===== src/hdl/rsg_pkg.sv =====
`default_nettype none

package rsg_pkg;

	localparam int PAIR_W  = 6;
	localparam int HP_W    = 7;
	localparam int RATIO_W = 32;
	localparam int FREQ_W  = 33;
	localparam int ROT_W   = 33;
	localparam int CFG_W   = 32;

	// angle constants in Q.32 radians
	localparam logic [34:0] TWO_PI_Q32  = 35'd26986075409;
	localparam logic [34:0] PI_Q32      = 35'd13493037705;
	localparam logic [34:0] HALF_PI_Q32 = 35'd6746518852;
	// two pi minus half pi, upper edge of the fold-by-pi range
	localparam logic [34:0] FOLD_HI_Q32 = 35'd20239556557;

	localparam logic signed [ROT_W-1:0] GAIN_Q30 = 33'sd652032874;

	// atan(2^-i) in Q2.30, rounded
	localparam int ATAN_N = 24;
	localparam logic [31:0] ATAN_Q30 [ATAN_N] = '{
		32'd843314857, 32'd497837829, 32'd263043837, 32'd133525159,
		32'd67021687,  32'd33543516,  32'd16775851,  32'd8388437,
		32'd4194283,   32'd2097149,   32'd1048576,   32'd524288,
		32'd262144,    32'd131072,    32'd65536,     32'd32768,
		32'd16384,     32'd8192,      32'd4096,      32'd2048,
		32'd1024,      32'd512,       32'd256,       32'd128
	};

	// register index codes
	localparam logic REG_HALF_PAIRS = 1'b0;
	localparam logic REG_FREQ_RATIO = 1'b1;

	localparam logic [HP_W-1:0]    HALF_PAIRS_RST = 7'd32;
	localparam logic [RATIO_W-1:0] FREQ_RATIO_RST = 32'd3435973837;

	typedef struct packed {
		logic load;
		logic ang_mul;
		logic mod_step;
		logic fold;
		logic rot_step;
		logic freq_mul;
		logic freq_rnd;
		logic finish;
		logic last;
	} rsg_cmd_t;

	typedef struct packed {
		logic out_full;
	} rsg_sts_t;

endpackage

`default_nettype wire


===== src/hdl/rsg_ctrl.sv =====
`default_nettype none

module rsg_ctrl
	import rsg_pkg::*;
#(
	parameter int POS_BITS     = 10,
	parameter int CORDIC_STEPS = 16
) (
	input  wire logic                                clk,
	input  wire logic                                arst_n,
	input  wire logic                                s_tvalid,
	output logic                                     s_tready,
	input  wire logic [HP_W-1:0]                     pairs,
	input  wire rsg_sts_t                            sts,
	input  wire logic                                m_tready,
	output rsg_cmd_t                                 cmd,
	output logic [$clog2(POS_BITS-1)-1:0]            mod_idx,
	output logic [$clog2(CORDIC_STEPS)-1:0]          rot_idx,
	output logic [PAIR_W-1:0]                        pair_idx
);

	localparam int MOD_IW = $clog2(POS_BITS - 1);
	localparam int ROT_IW = $clog2(CORDIC_STEPS);
	localparam logic [MOD_IW-1:0] MOD_LAST = MOD_IW'(POS_BITS - 2);
	localparam logic [ROT_IW-1:0] ROT_LAST = ROT_IW'(CORDIC_STEPS - 1);

	localparam logic [2:0] ST_IDLE = 3'd0;
	localparam logic [2:0] ST_ANG  = 3'd1;
	localparam logic [2:0] ST_MOD  = 3'd2;
	localparam logic [2:0] ST_FOLD = 3'd3;
	localparam logic [2:0] ST_ROT  = 3'd4;
	localparam logic [2:0] ST_FIN  = 3'd5;

	logic [2:0]        state_q, state_d;
	logic [MOD_IW-1:0] mod_q;
	logic [ROT_IW-1:0] rot_q;
	logic [PAIR_W-1:0] pair_q;
	logic              last_pair;
	logic              out_free;

	assign last_pair = (({1'b0, pair_q} + 7'd1) == pairs);
	assign out_free  = !sts.out_full || m_tready;

	always_comb begin
		cmd      = '0;
		s_tready = 1'b0;
		state_d  = state_q;
		unique case (state_q)
			ST_IDLE: begin
				s_tready = 1'b1;
				if (s_tvalid) begin
					cmd.load = 1'b1;
					state_d  = ST_ANG;
				end
			end
			ST_ANG: begin
				cmd.ang_mul = 1'b1;
				state_d     = ST_MOD;
			end
			ST_MOD: begin
				cmd.mod_step = 1'b1;
				if (mod_q == '0) begin
					state_d = ST_FOLD;
				end
			end
			ST_FOLD: begin
				cmd.fold = 1'b1;
				state_d  = ST_ROT;
			end
			ST_ROT: begin
				// next frequency is worked out while the rotation runs
				cmd.rot_step = 1'b1;
				cmd.freq_mul = (rot_q == '0);
				cmd.freq_rnd = (rot_q == ROT_IW'(1));
				if (rot_q == ROT_LAST) begin
					state_d = ST_FIN;
				end
			end
			ST_FIN: begin
				if (out_free) begin
					cmd.finish = 1'b1;
					cmd.last   = last_pair;
					state_d    = last_pair ? ST_IDLE : ST_ANG;
				end
			end
			default: begin
				state_d = ST_IDLE;
			end
		endcase
	end

	always_ff @(posedge clk or negedge arst_n) begin
		if (!arst_n) begin
			state_q <= ST_IDLE;
			mod_q   <= '0;
			rot_q   <= '0;
			pair_q  <= '0;
		end else begin
			state_q <= state_d;
			if (cmd.ang_mul) begin
				mod_q <= MOD_LAST;
			end else if (cmd.mod_step) begin
				mod_q <= mod_q - MOD_IW'(1);
			end
			if (cmd.fold) begin
				rot_q <= '0;
			end else if (cmd.rot_step) begin
				rot_q <= rot_q + ROT_IW'(1);
			end
			if (cmd.load) begin
				pair_q <= '0;
			end else if (cmd.finish && !last_pair) begin
				pair_q <= pair_q + PAIR_W'(1);
			end
		end
	end

	assign mod_idx  = mod_q;
	assign rot_idx  = rot_q;
	assign pair_idx = pair_q;

endmodule

`default_nettype wire


===== config.mk =====
export PLATFORM = sky130hd
export DESIGN_NAME = rsg_ctrl
export DESIGN_NICKNAME = d
export VERILOG_FILES = /design/src/hdl/rsg_pkg.sv /design/src/hdl/rsg_ctrl.sv
export SDC_FILE = /design/constraint.sdc
export NUM_CORES = 1
export LEC_CHECK = 0
export ABC_AREA = 1
export BUFFER_PORTS_ARGS = -buffer_cell sky130_fd_sc_hd__buf_2
export CAP_MARGIN = 40
export CORE_MARGIN = 5
export CORE_UTILIZATION = 45
export CTS_BUF_LIST = sky130_fd_sc_hd__clkbuf_8 sky130_fd_sc_hd__clkbuf_16
export CTS_CLUSTER_SIZE = 28
export DETAILED_ROUTE_END_ITERATION = 8
export PLACE_DENSITY = 0.72
export SYNTH_ARGS = -nofsm -noshare
export SYNTH_HDL_FRONTEND = slang
export SYNTH_SLANG_ARGS = --single-unit

===== constraint.sdc =====
create_clock -name clk -period 4.05 [get_ports clk]
set_input_delay 1.215 -clock clk [delete_from_list [all_inputs] [get_ports clk]]
set_output_delay 1.215 -clock clk [all_outputs]
set_load 0.01 [all_outputs]

Word level (Yosys, flattened, before mapping)

Index checks and enable logic that the tools add are counted.
W data, S select, Z words.

Register bits after elaboration: 17
Input bits: 12
Output and inout port bits: 24
Word-level logic and storage cells: 52

Add/subtract/negate cells: 4
Eq/ne operators: 12
Mux-type cells: 21
Reduce and logical (&&, ||, !) cells: 11

Operator list:

| kind                  | number |
|---|---|
| $pmux W3 S6           | 1 |
| $mux W4               | 4 |
| $mux W3               | 5 |
| $mux W6               | 2 |
| $logic_not A4 Y1      | 2 |
| $ne A2 B2 Y1 const B  | 4 |
| $add A6 B1 Y7 const B | 1 |
| $eq A7 B7 Y1          | 1 |
| $mux W1               | 7 |
| $add A6 B1 Y6 const B | 1 |
| $eq A3 B2 Y1 const B  | 2 |
| $eq A3 B3 Y1 const B  | 2 |
| $reduce_bool A2 Y1    | 3 |
| $add A4 B1 Y4 const B | 1 |
| $eq A4 B1 Y1 const B  | 1 |
| $eq A4 B4 Y1 const B  | 1 |
| $mux W2               | 2 |
| $reduce_and A4 Y1     | 1 |
| $sub A4 B1 Y4 const B | 1 |
| $eq A3 B1 Y1 const B  | 1 |
| $logic_not A3 Y1      | 1 |
| $logic_not A1 Y1      | 2 |
| $logic_and A1 B1 Y1   | 1 |
| $logic_or A1 B1 Y1    | 1 |

Longest topological paths before layout

Gate-level depths: netlist of the first run.

Depth after elaboration: 7
Depth in mapped cells: 13
Mapped depth without buffers: 13

Worst setup path after synthesis of the first run

OpenSTA, ideal clock, no wires.

Kind: input port to output port
Start: input port pairs[1]
End: output port cmd[0] (netlist bit)
Data arrival time: 1.934 ns
Required time: 2.835 ns
Slack: 0.901 ns
Stages: 6
Buffers on the path: 0
Cell sequence: xor2_1 > nor2_1 > nand3_1 > nor2_1 > nand2_4 > nor2_1

RTL lines:

| item               | RTL line       | text |
|---|---|---|
| start: declaration | rsg_ctrl.sv:13 | `input wire logic [HP_W-1:0] pairs,` |
| end: declaration   | rsg_ctrl.sv:16 | `output rsg_cmd_t cmd,` |

==> impl_results.html, run 1 <==
<table>
<tr><th>Metric</th><th>Value</th></tr>
<tr><th colspan="2">Run status</th></tr>
<tr><td>Run status</td><td>completed</td></tr>
<tr><th colspan="2">Logic synthesis</th></tr>
<tr><td>Synthesized area</td><td>around 0.0011 sq mm</td></tr>
<tr><td>Top-area cell type share of the netlist area</td><td>0.3736</td></tr>
<tr><td>Register bit total from synthesis</td><td>17</td></tr>
<tr><td>Cell count after synthesis</td><td>156</td></tr>
<tr><td>Synthesized Nets</td><td>174</td></tr>
<tr><td>Cell type contributing the most total cell area after synthesis</td><td>dfrtp_1</td></tr>
<tr><td>Average instance area after synthesis</td><td>around 7.3 sq um</td></tr>
<tr><td>Synth warnings</td><td>0</td></tr>
<tr><td>Cell types occupying the most area after synthesis</td><td>dfrtp_1, nand2_1, nand3_1</td></tr>
<tr><td>Sequential cell area fraction in the yosys report</td><td>0.3736</td></tr>
<tr><td>Unique masters post-synth</td><td>24</td></tr>
<tr><th colspan="2">Setup path</th></tr>
<tr><td>Worst endpoint data arrival time</td><td>2.15 ns</td></tr>
<tr><td>R2r endpoint</td><td>state_q[0]$_DFFE_PN0P_</td></tr>
<tr><td>Required @ worst endpoint</td><td>~2.8 ns</td></tr>
<tr><td>Cell type of the slowest stage on the worst timing path</td><td>nor2_1</td></tr>
<tr><td>Critical Path End Type</td><td>output pin</td></tr>
<tr><td>Worst path cell trace</td><td>buf_2 &gt; xnor2_1 &gt; nor2_1 &gt; nand3_1 &gt; nor2_1 &gt; nand2_4 &gt; nor2_1 &gt; buf_2</td></tr>
<tr><td>Start of the worst register-to-register path</td><td>pair_idx[0]$_DFFE_PN0P_</td></tr>
<tr><td>Critical Path Start Type</td><td>primary input</td></tr>
<tr><td>Cell depth of the worst flop-to-flop path</td><td>13</td></tr>
<tr><td>Setup slack of the worst register-to-register path</td><td>2.25 ns</td></tr>
<tr><td>Most frequent CP cell</td><td>nor2_1</td></tr>
<tr><td>CP bufs+invs</td><td>2</td></tr>
<tr><td>Gate family responsible for the most delay along the worst path</td><td>simple AND/OR/NAND/NOR gates</td></tr>
<tr><td>Max incr delay on CP</td><td>0.18 ns</td></tr>
<tr><td>Crit Path Class</td><td>primary input to output pin</td></tr>
<tr><td>Biggest fanout along the worst timing path</td><td>9</td></tr>
<tr><th colspan="2">Clock network</th></tr>
<tr><td>Clock Tree Root</td><td>clkbuf_8</td></tr>
<tr><td>Clock buffer count from CTS</td><td>3</td></tr>
<tr><td>Number of levels in the clock H-tree</td><td>1</td></tr>
<tr><td>Total setup buffers inserted after CTS</td><td>0</td></tr>
<tr><td>Largest buffer count on any clock path</td><td>2</td></tr>
<tr><td>Post-cts resize count</td><td>0</td></tr>
<tr><td>Worst-skew pair later-pin latency</td><td>around 0.25 ns</td></tr>
<tr><td>CTS tree</td><td>done</td></tr>
<tr><td>Clock-pin slew reported for the worst setup and hold paths after clock tree synthesis</td><td>0.06 ns</td></tr>
<tr><td>Clk sinks</td><td>17</td></tr>
<tr><td>Number of hold buffers added after cts</td><td>0</td></tr>
<tr><th colspan="2">Global routing</th></tr>
<tr><td>Total congestion overflow</td><td>0</td></tr>
<tr><td>Global-route usage over all layers</td><td>0.1547</td></tr>
<tr><td>Number of antenna violations at the first check in global routing</td><td>0</td></tr>
<tr><td>Largest net degree at the start of global routing</td><td>18</td></tr>
<tr><td>Number of global-route vias before repair</td><td>1012</td></tr>
<tr><td>Global-route wire length before repair</td><td>approximately 4.3 mm</td></tr>
<tr><th colspan="2">Timing</th></tr>
<tr><td>Tightest hold margin</td><td>between 0.5 and 0.6 ns</td></tr>
<tr><td>Final cycle utilization of the critical path</td><td>0.8313</td></tr>
<tr><td>Pin slew with the least headroom to its limit</td><td>roughly 0.50 ns</td></tr>
<tr><td>RSZ-0062 raised after global routing</td><td>false</td></tr>
<tr><td>Total negative slack</td><td>0 ns</td></tr>
<tr><td>Final worst setup slack</td><td>0.6833 ns</td></tr>
<tr><td>Max Fclk</td><td>297.0 MHz</td></tr>
<tr><td>Hold violation count in the final report</td><td>0</td></tr>
<tr><td>Slew HR</td><td>0.6684</td></tr>
<tr><td>Number of setup violations in the final report</td><td>0</td></tr>
<tr><td>Clock skew</td><td>about 0.0031 ns</td></tr>
<tr><td>Final number of max-transition violations</td><td>0</td></tr>
<tr><td>Min Tclk post-route</td><td>3.367 ns</td></tr>
<tr><th colspan="2">Placement</th></tr>
<tr><td>Area of placed instances</td><td>0.001351 sq mm</td></tr>
<tr><td>Setup WS pre-CTS</td><td>0.6736 ns</td></tr>
<tr><td>Placed wire-length estimate after detailed placement</td><td>2.086 mm</td></tr>
<tr><td>Count of port buffers added during placement</td><td>35</td></tr>
<tr><td>Inst Count DP</td><td>221</td></tr>
<tr><td>Gpl congestion</td><td>0.9564</td></tr>
<tr><th colspan="2">Drt</th></tr>
<tr><td>Wire per inst</td><td>11.84 microns</td></tr>
<tr><td>Count of antenna-violating nets left after detailed routing</td><td>0</td></tr>
<tr><td>Initial DRC count</td><td>85</td></tr>
<tr><td>Number of remaining DRC errors</td><td>0</td></tr>
<tr><td>Via count normalized by instance count</td><td>just over 5</td></tr>
<tr><td>Routed wire length</td><td>2.664 mm</td></tr>
<tr><td>Iteration count of the initial detailed-routing pass</td><td>4</td></tr>
<tr><td>Number of vias in the routed layout</td><td>1161</td></tr>
<tr><th colspan="2">Floorplan</th></tr>
<tr><td>Effective utilization at floorplan</td><td>0.4638</td></tr>
<tr><td>Floorplan die area</td><td>0.003636 sq mm</td></tr>
<tr><td>Row cnt</td><td>18</td></tr>
<tr><td># IOs</td><td>36</td></tr>
<tr><td>Die extent in x</td><td>60.30 microns</td></tr>
<tr><td>Die extent in y</td><td>60.30 microns</td></tr>
<tr><td>Area of the placeable core</td><td>roughly 0.0025 sq mm</td></tr>
<tr><th colspan="2">Worst hold path</th></tr>
<tr><td>Worst hold start</td><td>pair_idx[4]$_DFFE_PN0P_</td></tr>
<tr><td>Cells on Worst Hold Path</td><td>2</td></tr>
<tr><td>Worst Hold End</td><td>pair_idx[4]$_DFFE_PN0P_</td></tr>
<tr><td>Worst min-delay path class</td><td>flip-flop to flip-flop</td></tr>
<tr><th colspan="2">Power and ir drop</th></tr>
<tr><td>Share of power burned in combinational logic</td><td>0.508</td></tr>
<tr><td>Total power per unit cell area</td><td>607.7 mW/mm^2</td></tr>
<tr><td>Net switching component of the power</td><td>around 390 uW</td></tr>
<tr><td>Switching Fraction</td><td>0.4542</td></tr>
<tr><td>Clock group share of total power</td><td>0.148</td></tr>
<tr><td>Peak VDD IR</td><td>between 300 and 400 uV</td></tr>
<tr><td>Sequential power share</td><td>0.344</td></tr>
<tr><td>Cell leakage power</td><td>0.7911 nW</td></tr>
<tr><td>Int Power</td><td>463.5 uW</td></tr>
<tr><td>Post-layout power</td><td>849.3 uW</td></tr>
<tr><th colspan="2">Flow run</th></tr>
<tr><td>Max-Cap Viols</td><td>0</td></tr>
<tr><th colspan="2">Finish</th></tr>
<tr><td>Cell Count, Final, Fillers Out</td><td>225</td></tr>
<tr><td>Number of antenna diodes</td><td>0</td></tr>
<tr><td>Total Nets Final</td><td>214</td></tr>
<tr><td>Area grow syn2layout</td><td>22.75%</td></tr>
<tr><td>Share of layout cells above drive strength 1</td><td>0.2513</td></tr>
<tr><td>Highest-count cells in the layout ignoring fill and taps</td><td>nand2_1, buf_2, inv_1, nand3_1, dfrtp_1</td></tr>
<tr><td>Utilization after layout</td><td>0.5693</td></tr>
<tr><td>Area of all placed cells without fillers</td><td>roughly 0.0014 sq mm</td></tr>
</table>
[per-layer routing]
metal | GRT usage | up-vias | wire length, microns
li1 | - | 590 | -
met5 | 0 | - | 0
met2 | 0.2608 | 38 | 1241
met4 | 0.06646 | 0 | 61
met3 | 0.02160 | 8 | 185
met1 | 0.1965 | 525 | 1174
[flip-flops by register name, indices dropped and copies added, names as in the netlist]
name / count
state_q: 3
pair_idx: 6
rot_idx: 4
mod_idx: 4
[cell type report]
type / count / area (sq um)
sequential: 17 / 425.4
fill: 235 / 1057
clock buffer: 3 / 41.29
clock inverter: 1 / 5.005
timing repair buffer: 35 / 175.2
multi-input combinational: 112 / 611.8
tap: 30 / 37.54
inverter: 27 / 101.3
[logic make-up (layout without fill, tap and decap cells)]
kind of cell    count (synthesis)  in the layout  synth area share
fa+ha+maj                       6              6           0.06593
xor+xnor                        5              5           0.03847
simple gates                   82             82            0.3352
buf+inv                        27             66           0.08901
flops                          17             17            0.3736
compound gates                 19             19           0.09781
[worst max-delay path by stage]
stage / from / to / slack (ns) / depth (start not counted)
6_report: pairs[0] / cmd[0] / 0.68 / 8
5_1_grt: pairs[0] / cmd[0] / 0.60 / 8
4_1_cts: pairs[0] / cmd[0] / 0.66 / 8
3_5_place_dp: pairs[0] / cmd[0] / 0.67 / 8
3_3_place_gp: pairs[1] / cmd[0] / 0.70 / 8
2_1_floorplan: pairs[1] / cmd[0] / 0.90 / 6
[synthesized netlist by cell type]
library cell,number
nand2_1,35
inv_1,22
nand3_1,22
dfrtp_1,17
nor2_1,11
ha_1,6
inv_2,5
a21oi_1,4
nand4_1,4
o21ai_1,4
nor3_1,3
o21ai_0,3
o22ai_1,3
xnor2_1,3
nand2_4,2
o21bai_1,2
or2_1,2
xor2_1,2
a21oi_2,1
a31oi_1,1
nand3_2,1
nand3b_1,1
nor2_2,1
o21a_1,1
[tightest hold or removal path: cells and delay by family, from the launching register on]
kind / cells / cell delay [ns]
flip-flops: 1 / 0.39
AND/OR/NAND/NOR: 2 / 0.15
[power groups by stage]
| stage | clock (mW) | combinational (mW) | sequential (mW) |
|---|---|---|---|
| 4_1_cts | 0.130 | 0.436 | 0.293 |
| 3_3_place_gp | 0 | 0.422 | 0.292 |
| 6_report | 0.125 | 0.432 | 0.292 |
| 5_1_grt | 0.138 | 0.486 | 0.301 |
| 3_5_place_dp | 0 | 0.431 | 0.295 |
| 2_1_floorplan | 0 | 0.279 | 0.302 |
Power figures use the tool's default switching activity.
==> inputs of run 2 (changes only) <==
--- a/config.mk
+++ b/config.mk
@@ -13,7 +13,7 @@
 export CTS_BUF_LIST = sky130_fd_sc_hd__clkbuf_8 sky130_fd_sc_hd__clkbuf_16
 export CTS_CLUSTER_SIZE = 28
 export DETAILED_ROUTE_END_ITERATION = 8
-export PLACE_DENSITY = 0.72
+export PLACE_DENSITY = 0.75
 export SYNTH_ARGS = -nofsm -noshare
 export SYNTH_HDL_FRONTEND = slang
 export SYNTH_SLANG_ARGS = --single-unit
==> constraint.sdc (replaced) <==
create_clock -name clk -period 2.7 [get_ports clk]
set_input_delay 0.81 -clock clk [delete_from_list [all_inputs] [get_ports clk]]
set_output_delay 0.81 -clock clk [all_outputs]
set_load 0.01 [all_outputs]
==> impl_results.html, run 2 (synthesis gave the netlist of run 1 again) <==
<table>
<tr><th>Metric</th><th>Value</th></tr>
<tr><th colspan="2">Run status</th></tr>
<tr><td>Run status</td><td>completed</td></tr>
<tr><th colspan="2">Drt</th></tr>
<tr><td>Iteration count of the initial detailed-routing pass</td><td>4 (unchanged)</td></tr>
<tr><td>Routed wire length</td><td>2.748 mm (+3.2%)</td></tr>
<tr><td>Count of antenna-violating nets left after detailed routing</td><td>0 (unchanged)</td></tr>
<tr><td>Initial DRC count</td><td>53 (-38%)</td></tr>
<tr><td>Number of remaining DRC errors</td><td>0 (unchanged)</td></tr>
<tr><td>Wire per inst</td><td>11.95 microns (+0.91%)</td></tr>
<tr><td>Number of vias in the routed layout</td><td>1180 (+1.6%)</td></tr>
<tr><td>Via count normalized by instance count</td><td>5.130 (-0.57%)</td></tr>
<tr><th colspan="2">Global routing</th></tr>
<tr><td>Total congestion overflow</td><td>0 (unchanged)</td></tr>
<tr><td>Number of antenna violations at the first check in global routing</td><td>0 (unchanged)</td></tr>
<tr><td>Largest net degree at the start of global routing</td><td>18 (unchanged)</td></tr>
<tr><td>Global-route wire length before repair</td><td>4.636 mm (+7.5%)</td></tr>
<tr><td>Number of global-route vias before repair</td><td>1156 (+14%)</td></tr>
<tr><td>Global-route usage over all layers</td><td>0.1647 (+0.01000)</td></tr>
<tr><th colspan="2">Clock network</th></tr>
<tr><td>Number of levels in the clock H-tree</td><td>1 (unchanged)</td></tr>
<tr><td>CTS tree</td><td>done</td></tr>
<tr><td>Worst-skew pair later-pin latency</td><td>0.25 ns (about the same)</td></tr>
<tr><td>Clock buffer count from CTS</td><td>3 (unchanged)</td></tr>
<tr><td>Clk sinks</td><td>17 (unchanged)</td></tr>
<tr><td>Clock-pin slew reported for the worst setup and hold paths after clock tree synthesis</td><td>0.06 ns (about the same)</td></tr>
<tr><td>Clock Tree Root</td><td>clkbuf_8</td></tr>
<tr><td>Largest buffer count on any clock path</td><td>2 (unchanged)</td></tr>
<tr><th colspan="2">Setup path</th></tr>
<tr><td>Most frequent CP cell</td><td>nor2_1</td></tr>
<tr><td>Critical Path Start Type</td><td>flip-flop</td></tr>
<tr><td>Cell depth of the worst flop-to-flop path</td><td>11 (-2)</td></tr>
<tr><td>Termination of the worst setup path</td><td>cmd[0]</td></tr>
<tr><td>Worst path depth</td><td>8 (unchanged)</td></tr>
<tr><td>Max incr delay on CP</td><td>0.39 ns (+0.21 ns)</td></tr>
<tr><td>Launching element of the worst setup path</td><td>pair_idx[0]$_DFFE_PN0P_</td></tr>
<tr><td>Cell type of the slowest stage on the worst timing path</td><td>dfrtp_1</td></tr>
<tr><td>Setup slack of the worst register-to-register path</td><td>1.00 ns (-1.25 ns)</td></tr>
<tr><td>Start of the worst register-to-register path</td><td>pair_idx[0]$_DFFE_PN0P_</td></tr>
<tr><td>Critical Path End Type</td><td>output pin</td></tr>
<tr><td>R2r endpoint</td><td>state_q[0]$_DFFE_PN0P_</td></tr>
<tr><td>Crit Path Class</td><td>flip-flop to output pin</td></tr>
<tr><td>Worst path cell trace</td><td>ha_2 &gt; xor2_1 &gt; nor2_1 &gt; nand3_1 &gt; nor2_2 &gt; nand2_4 &gt; nor2_1 &gt; buf_2</td></tr>
<tr><td>Worst endpoint data arrival time</td><td>1.72 ns (-0.43 ns)</td></tr>
<tr><td>Gate family responsible for the most delay along the worst path</td><td>simple AND/OR/NAND/NOR gates</td></tr>
<tr><td>CP bufs+invs</td><td>1 (-1)</td></tr>
<tr><td>Biggest fanout along the worst timing path</td><td>5 (-4)</td></tr>
<tr><td>Required @ worst endpoint</td><td>1.89 ns (-0.94 ns)</td></tr>
<tr><th colspan="2">Timing</th></tr>
<tr><td>Final number of max-transition violations</td><td>0 (unchanged)</td></tr>
<tr><td>Min Tclk post-route</td><td>2.530 ns</td></tr>
<tr><td>Total negative slack</td><td>0 ns (unchanged)</td></tr>
<tr><td>Slew HR</td><td>0.7385 (+0.07015)</td></tr>
<tr><td>Final cycle utilization of the critical path</td><td>0.9369</td></tr>
<tr><td>Pin slew with the least headroom to its limit</td><td>0.3922 ns (-0.1052 ns)</td></tr>
<tr><td>Clock skew</td><td>0.001065 ns (-0.002066 ns)</td></tr>
<tr><td>Number of setup violations in the final report</td><td>0 (unchanged)</td></tr>
<tr><td>Max Fclk</td><td>395.3 MHz</td></tr>
<tr><td>Hold violation count in the final report</td><td>0 (unchanged)</td></tr>
<tr><td>RSZ-0062 raised after global routing</td><td>false</td></tr>
<tr><th colspan="2">Placement</th></tr>
<tr><td>Placed wire-length estimate after detailed placement</td><td>2.158 mm (+3.5%)</td></tr>
<tr><td>Count of port buffers added during placement</td><td>35 (unchanged)</td></tr>
<tr><td>Gpl congestion</td><td>0.8851 (-7.5%)</td></tr>
<tr><th colspan="2">Flow run</th></tr>
<tr><td>Max-Cap Viols</td><td>0 (unchanged)</td></tr>
<tr><th colspan="2">Power and ir drop</th></tr>
<tr><td>Int Power</td><td>727.1 uW (+57%)</td></tr>
<tr><td>Sequential power share</td><td>0.322 (-0.022)</td></tr>
<tr><td>Switching Fraction</td><td>0.4467 (-0.007461)</td></tr>
<tr><td>Total power per unit cell area</td><td>903.1 mW/mm^2 (+49%)</td></tr>
<tr><td>Share of power burned in combinational logic</td><td>0.537 (+0.029)</td></tr>
<tr><td>Post-layout power</td><td>1.314 mW (+55%)</td></tr>
<tr><td>Peak VDD IR</td><td>599.9 uV (+60%)</td></tr>
<tr><td>Clock group share of total power</td><td>0.141 (-0.007)</td></tr>
<tr><td>Cell leakage power</td><td>0.8134 nW (+2.8%)</td></tr>
<tr><td>Net switching component of the power</td><td>587.1 uW (+52%)</td></tr>
<tr><th colspan="2">Floorplan</th></tr>
<tr><td>Die extent in x</td><td>60.30 microns (unchanged)</td></tr>
<tr><td>Effective utilization at floorplan</td><td>0.4638 (unchanged)</td></tr>
<tr><td>Floorplan die area</td><td>0.003636 sq mm (unchanged)</td></tr>
<tr><td>Area of the placeable core</td><td>0.002455 sq mm (unchanged)</td></tr>
<tr><td>Row cnt</td><td>18 (unchanged)</td></tr>
<tr><td># IOs</td><td>36 (unchanged)</td></tr>
<tr><td>Die extent in y</td><td>60.30 microns (unchanged)</td></tr>
<tr><th colspan="2">Finish</th></tr>
<tr><td>Share of layout cells above drive strength 1</td><td>0.3000 (+0.04872)</td></tr>
<tr><td>Total Nets Final</td><td>219 (+2.3%)</td></tr>
<tr><td>Number of antenna diodes</td><td>0 (unchanged)</td></tr>
<tr><td>Highest-count cells in the layout ignoring fill and taps</td><td>buf_2, nand2_1, inv_1</td></tr>
<tr><td>Leading cell type in the layout, fill and taps excluded</td><td>buf_2</td></tr>
<tr><td>Largest register FFs</td><td>6 (unchanged)</td></tr>
<tr><td>Combined area of the multi-input logic cells</td><td>631.9 sq um (+3.3%)</td></tr>
<tr><td>Area grow syn2layout</td><td>27.80%</td></tr>
<tr><td>Utilization after layout</td><td>0.5928 (+0.02345)</td></tr>
<tr><td>Filler instances</td><td>241 (+2.6%)</td></tr>
<tr><td>Sequential Area</td><td>426.7 sq um (+0.29%)</td></tr>
<tr><th colspan="2">Worst hold path</th></tr>
<tr><td>Worst min-delay path class</td><td>primary input to async pin</td></tr>
</table>
run 2: cell types whose count changed in the layout (fill, tap and decap cells not counted), sizes merged:
| cell | before | now |
|---|---|---|
| buf | 35 | 40 |
| clkinv | 1 | 0 |
| inv | 27 | 28 |
run 2: per-layer routing:
| metal | vias up | part of all wire | GRT usage |
|---|---|---|---|
| li1 | 600 | - | - |
| met1 | 537 | 0.42 | 0.2024 |
| met2 | 37 | 0.49 | 0.2824 |
| met3 | 6 | 0.071 | 0.03456 |
| met4 | 0 | 0.016 | 0.06013 |
| met5 | - | 0 | 0 |
run 2: worst register-to-register path: cells and delay by family (launching register included):
family                     cells  cell delay, ns
adders and majority gates      1            0.30
buffers and inverters          1            0.15
DFF                            1            0.39
and+or+nand+nor                8            0.59
xor gates and xnor gates       1            0.16
run 2: power groups by stage:
stage / clock network (mW) / logic, mW / registers, mW
6_report: 0.185 / 0.706 / 0.423
5_1_grt: 0.203 / 0.802 / 0.441
4_1_cts: 0.190 / 0.698 / 0.421
3_5_place_dp: 0 / 0.674 / 0.434
3_3_place_gp: 0 / 0.653 / 0.429
2_1_floorplan: 0 / 0.419 / 0.454
run 2: through the flow:
stage          instance area [sq um]  worst slack (ns)  instances  hold slack, ns
6_report                        1455            0.1704        230          0.4722
5_1_grt                         1455          0.006766        230          0.4989
4_1_cts                         1421           0.04953        228          0.4893
3_5_place_dp                    1366            0.1375        223          0.5504
3_3_place_gp                    1366            0.1648        223          0.5475
2_1_floorplan                   1139            0.3434        156          0.5144
run 2: timing repair:
action | CTS | global route
setup buffers | 1 | 2
pin swaps | 0 | 2
setup endpoints to repair | 1 | 1
resized for setup | 1 | 7
hold buffers | 0 | 0
run 2: cell type report:
class,count,area share
Tap cell,30,0.02580
Clock buffer,3,0.02837
Multi-Input combinational cell,112,0.4342
Inverter,27,0.06965
Timing Repair Buffer,40,0.1462
Clock inverter,1,0.002580
Sequential cell,17,0.2932
run 2: how the worst min path moves through the flow:
stage,from,endpoint,slack [ns],cells after the start
after floorplan,arst_n,mod_idx[0]$_DFFE_PN0N_,0.51,0
after global placement,pair_idx[4]$_DFFE_PN0P_,pair_idx[4]$_DFFE_PN0P_,0.55,2
after detailed placement,pair_idx[4]$_DFFE_PN0P_,pair_idx[4]$_DFFE_PN0P_,0.55,2
after CTS,arst_n,rot_idx[1]$_DFFE_PN0P_,0.49,1
after global routing,arst_n,rot_idx[1]$_DFFE_PN0P_,0.50,1
final,arst_n,rot_idx[1]$_DFFE_PN0P_,0.47,1
==> inputs of run 3 (changes only) <==
--- a/config.mk
+++ b/config.mk
@@ -8,7 +8,6 @@
 export ABC_AREA = 1
 export BUFFER_PORTS_ARGS = -buffer_cell sky130_fd_sc_hd__buf_2
 export CAP_MARGIN = 40
-export CORE_MARGIN = 5
 export CORE_UTILIZATION = 45
 export CTS_BUF_LIST = sky130_fd_sc_hd__clkbuf_8 sky130_fd_sc_hd__clkbuf_16
 export CTS_CLUSTER_SIZE = 28
==> impl_results.html, run 3 (synthesis gave the netlist of run 1 again) <==
<table>
<tr><th>Metric</th><th>Value</th></tr>
<tr><th colspan="2">Global routing</th></tr>
<tr><td>Global-route wire length before repair</td><td>4.602 mm (-0.73%)</td></tr>
<tr><td>Number of antenna violations at the first check in global routing</td><td>0 (unchanged)</td></tr>
<tr><td>Total congestion overflow</td><td>0 (unchanged)</td></tr>
<tr><td>Largest net degree at the start of global routing</td><td>18 (unchanged)</td></tr>
<tr><td>Global-route usage over all layers</td><td>0.2230 (+0.05830)</td></tr>
<tr><td>Number of global-route vias before repair</td><td>1120 (-3.1%)</td></tr>
<tr><th colspan="2">Timing</th></tr>
<tr><td>Number of setup violations in the final report</td><td>0 (unchanged)</td></tr>
<tr><td>Final cycle utilization of the critical path</td><td>0.9679 (+0.03103)</td></tr>
<tr><td>Min Tclk post-route</td><td>2.613 ns (+0.08378 ns)</td></tr>
<tr><td>Pin slew with the least headroom to its limit</td><td>0.4231 ns (+0.03089 ns)</td></tr>
<tr><td>Final number of max-transition violations</td><td>0 (unchanged)</td></tr>
<tr><td>Slew HR</td><td>0.7158 (-0.02276)</td></tr>
<tr><td>Hold violation count in the final report</td><td>0 (unchanged)</td></tr>
<tr><td>Clock skew</td><td>0.004366 ns (+0.003301 ns)</td></tr>
<tr><td>Max Fclk</td><td>382.7 MHz (-3.2%)</td></tr>
<tr><th colspan="2">Clock network</th></tr>
<tr><td>CTS tree</td><td>done</td></tr>
<tr><td>Largest buffer count on any clock path</td><td>2 (unchanged)</td></tr>
<tr><td>Clock buffer count from CTS</td><td>3 (unchanged)</td></tr>
<tr><td>Clk sinks</td><td>17 (unchanged)</td></tr>
<tr><td>Clock-pin slew reported for the worst setup and hold paths after clock tree synthesis</td><td>0.07 ns (about the same)</td></tr>
<tr><td>Number of levels in the clock H-tree</td><td>1 (unchanged)</td></tr>
<tr><td>Worst-skew pair later-pin latency</td><td>0.25 ns (about the same)</td></tr>
<tr><td>Clock Tree Root</td><td>clkbuf_8</td></tr>
<tr><th colspan="2">Placement</th></tr>
<tr><td>Inst Count DP</td><td>221 (-0.90%)</td></tr>
<tr><td>Placed wire-length estimate after detailed placement</td><td>2.104 mm (-2.5%)</td></tr>
<tr><td>Gpl congestion</td><td>0.8154 (-7.9%)</td></tr>
<tr><td>Count of port buffers added during placement</td><td>35 (unchanged)</td></tr>
<tr><th colspan="2">Setup path</th></tr>
<tr><td>Worst endpoint data arrival time</td><td>1.80 ns (+0.08 ns)</td></tr>
<tr><td>Crit Path Class</td><td>flip-flop to output pin</td></tr>
<tr><td>Cell depth of the worst flop-to-flop path</td><td>14 (+3)</td></tr>
<tr><td>Critical Path End Type</td><td>output pin</td></tr>
<tr><td>Required @ worst endpoint</td><td>1.89 ns (about the same)</td></tr>
<tr><td>Biggest fanout along the worst timing path</td><td>6 (+1)</td></tr>
<tr><td>Critical Path Start Type</td><td>flip-flop</td></tr>
<tr><th colspan="2">Power and ir drop</th></tr>
<tr><td>Switching Fraction</td><td>0.4486 (+0.001877)</td></tr>
<tr><td>Post-layout power</td><td>1.304 mW (-0.75%)</td></tr>
<tr><td>Total power per unit cell area</td><td>909.6 mW/mm^2 (+0.72%)</td></tr>
<tr><td>Clock group share of total power</td><td>0.143 (+0.002)</td></tr>
<tr><td>Int Power</td><td>719.1 uW (-1.1%)</td></tr>
<tr><td>Share of power burned in combinational logic</td><td>0.521 (-0.016)</td></tr>
<tr><td>Net switching component of the power</td><td>585.1 uW (-0.33%)</td></tr>
<tr><td>Cell leakage power</td><td>0.8056 nW (-0.96%)</td></tr>
<tr><td>Sequential power share</td><td>0.336 (+0.014)</td></tr>
<tr><td>Peak VDD IR</td><td>650.4 uV (+8.4%)</td></tr>
<tr><th colspan="2">Drt</th></tr>
<tr><td>Wire per inst</td><td>12.05 microns (+0.88%)</td></tr>
<tr><td>Count of antenna-violating nets left after detailed routing</td><td>0 (unchanged)</td></tr>
<tr><td>Via count normalized by instance count</td><td>5.194 (+1.2%)</td></tr>
<tr><td>Initial DRC count</td><td>22 (-58%)</td></tr>
<tr><td>Routed wire length</td><td>2.736 mm (-0.44%)</td></tr>
<tr><td>Number of vias in the routed layout</td><td>1179 (-0.085%)</td></tr>
<tr><td>Iteration count of the initial detailed-routing pass</td><td>4 (unchanged)</td></tr>
<tr><td>Number of remaining DRC errors</td><td>0 (unchanged)</td></tr>
<tr><th colspan="2">Floorplan</th></tr>
<tr><td>Area of the placeable core</td><td>0.002297 sq mm (-6.4%)</td></tr>
<tr><td>Floorplan die area</td><td>0.002735 sq mm (-25%)</td></tr>
<tr><td>Effective utilization at floorplan</td><td>0.4956 (+0.03183)</td></tr>
<tr><td>Die extent in y</td><td>52.30 microns (-13%)</td></tr>
<tr><td># IOs</td><td>36 (unchanged)</td></tr>
<tr><td>Row cnt</td><td>17 (-1)</td></tr>
<tr><td>Die extent in x</td><td>52.30 microns (-13%)</td></tr>
<tr><th colspan="2">Finish</th></tr>
<tr><td>Total Nets Final</td><td>218 (-0.46%)</td></tr>
<tr><td>Share of layout cells above drive strength 1</td><td>0.2864 (-0.01357)</td></tr>
<tr><td>Cell Count, Final, Fillers Out</td><td>227 (-1.3%)</td></tr>
<tr><td>Number of antenna diodes</td><td>0 (unchanged)</td></tr>
<tr><td>Area grow syn2layout</td><td>25.93%</td></tr>
<tr><td>Largest register FFs</td><td>6 (unchanged)</td></tr>
<tr><td>Highest-count cells in the layout ignoring fill and taps</td><td>nand2_1, buf_2, inv_1</td></tr>
<tr><th colspan="2">Flow run</th></tr>
<tr><td>Max-Cap Viols</td><td>0 (unchanged)</td></tr>
<tr><th colspan="2">Run status</th></tr>
<tr><td>Run status</td><td>completed</td></tr>
<tr><th colspan="2">Worst hold path</th></tr>
<tr><td>Worst min-delay path class</td><td>primary input to async pin</td></tr>
</table>
-- run 3: cell count changes in the layout (fill, tap and decap cells not counted), sizes merged --
cell,previous run,this run
buf,40,39
-- run 3: path summary, 6_finish.rpt --
path | from | endpoint | slack (ns)
max | pair_idx[0]$_DFFE_PN0P_ | cmd[0] | 0.09
min | arst_n | mod_idx[0]$_DFFE_PN0N_ | 0.47
max reg2reg | pair_idx[0]$_DFFE_PN0P_ | state_q[0]$_DFFE_PN0P_ | 0.85
min reg2reg | pair_idx[4]$_DFFE_PN0P_ | pair_idx[4]$_DFFE_PN0P_ | 0.57
max in group asynchronous | arst_n | pair_idx[0]$_DFFE_PN0P_ | 1.93
min in group clk | pair_idx[4]$_DFFE_PN0P_ | pair_idx[4]$_DFFE_PN0P_ | 0.57
-- run 3: area by class of cell --
type	count	area [sq um]
clock buffer	3	41.29
clock inverter	1	3.754
sequential	17	427.9
multi-input combinational	112	619.3
timing repair buffer	39	205.2
tap	28	35.03
inverter	27	101.3
fill	210	863.3
-- run 3: power groups by stage --
stage | combinational [mW] | clock [mW] | sequential [mW]
finish | 0.680 | 0.187 | 0.438
global route | 0.773 | 0.201 | 0.453
CTS | 0.657 | 0.189 | 0.436
detailed placement | 0.651 | 0 | 0.440
global placement | 0.630 | 0 | 0.438
floorplan | 0.419 | 0 | 0.454
-- run 3: metal layers --
metal	vias up	wire length (microns)	track usage
li1	600	-	-
met1	534	1233	0.2555
met2	41	1360	0.4241
met3	4	122	0.03188
met4	0	19	0.05702
met5	-	0	0
-- run 3: stage by stage --
step                      hold WS, ns  setup WS (ns)  instance area, sq um   TNS [ns]  utilization
after floorplan                0.5144         0.3434                  1139          0            -
after global placement         0.5416         0.2343                  1364          0       0.5937
after detailed placement       0.5514         0.2263                  1364          0       0.5937
after CTS                      0.4892        0.01502                  1411          0       0.6144
after global routing           0.5044      -0.001340                  1434  -0.001340       0.6242
final                          0.4691        0.08667                  1434          0       0.6242
-- run 3: critical path, cell delays in order, from the launching register on --
cell and delay (ns):
dfrtp_2 0.44, ha_2 0.21, nand2_1 0.08, inv_2 0.06, nand2_1 0.11, nand2_1 0.06
nand2_1 0.05, o21ai_0 0.12, nor2_2 0.16, nand2_4 0.06, nor2_1 0.07, buf_2 0.13
-- run 3: repair_timing --
action / 4_1_cts / 5_1_grt
endpoints found under the setup margin: 1 / 1
setup buffers: 0 / 2
gates resized for setup: 1 / 4
pin swaps: 0 / 1
hold buffers: 0 / 0
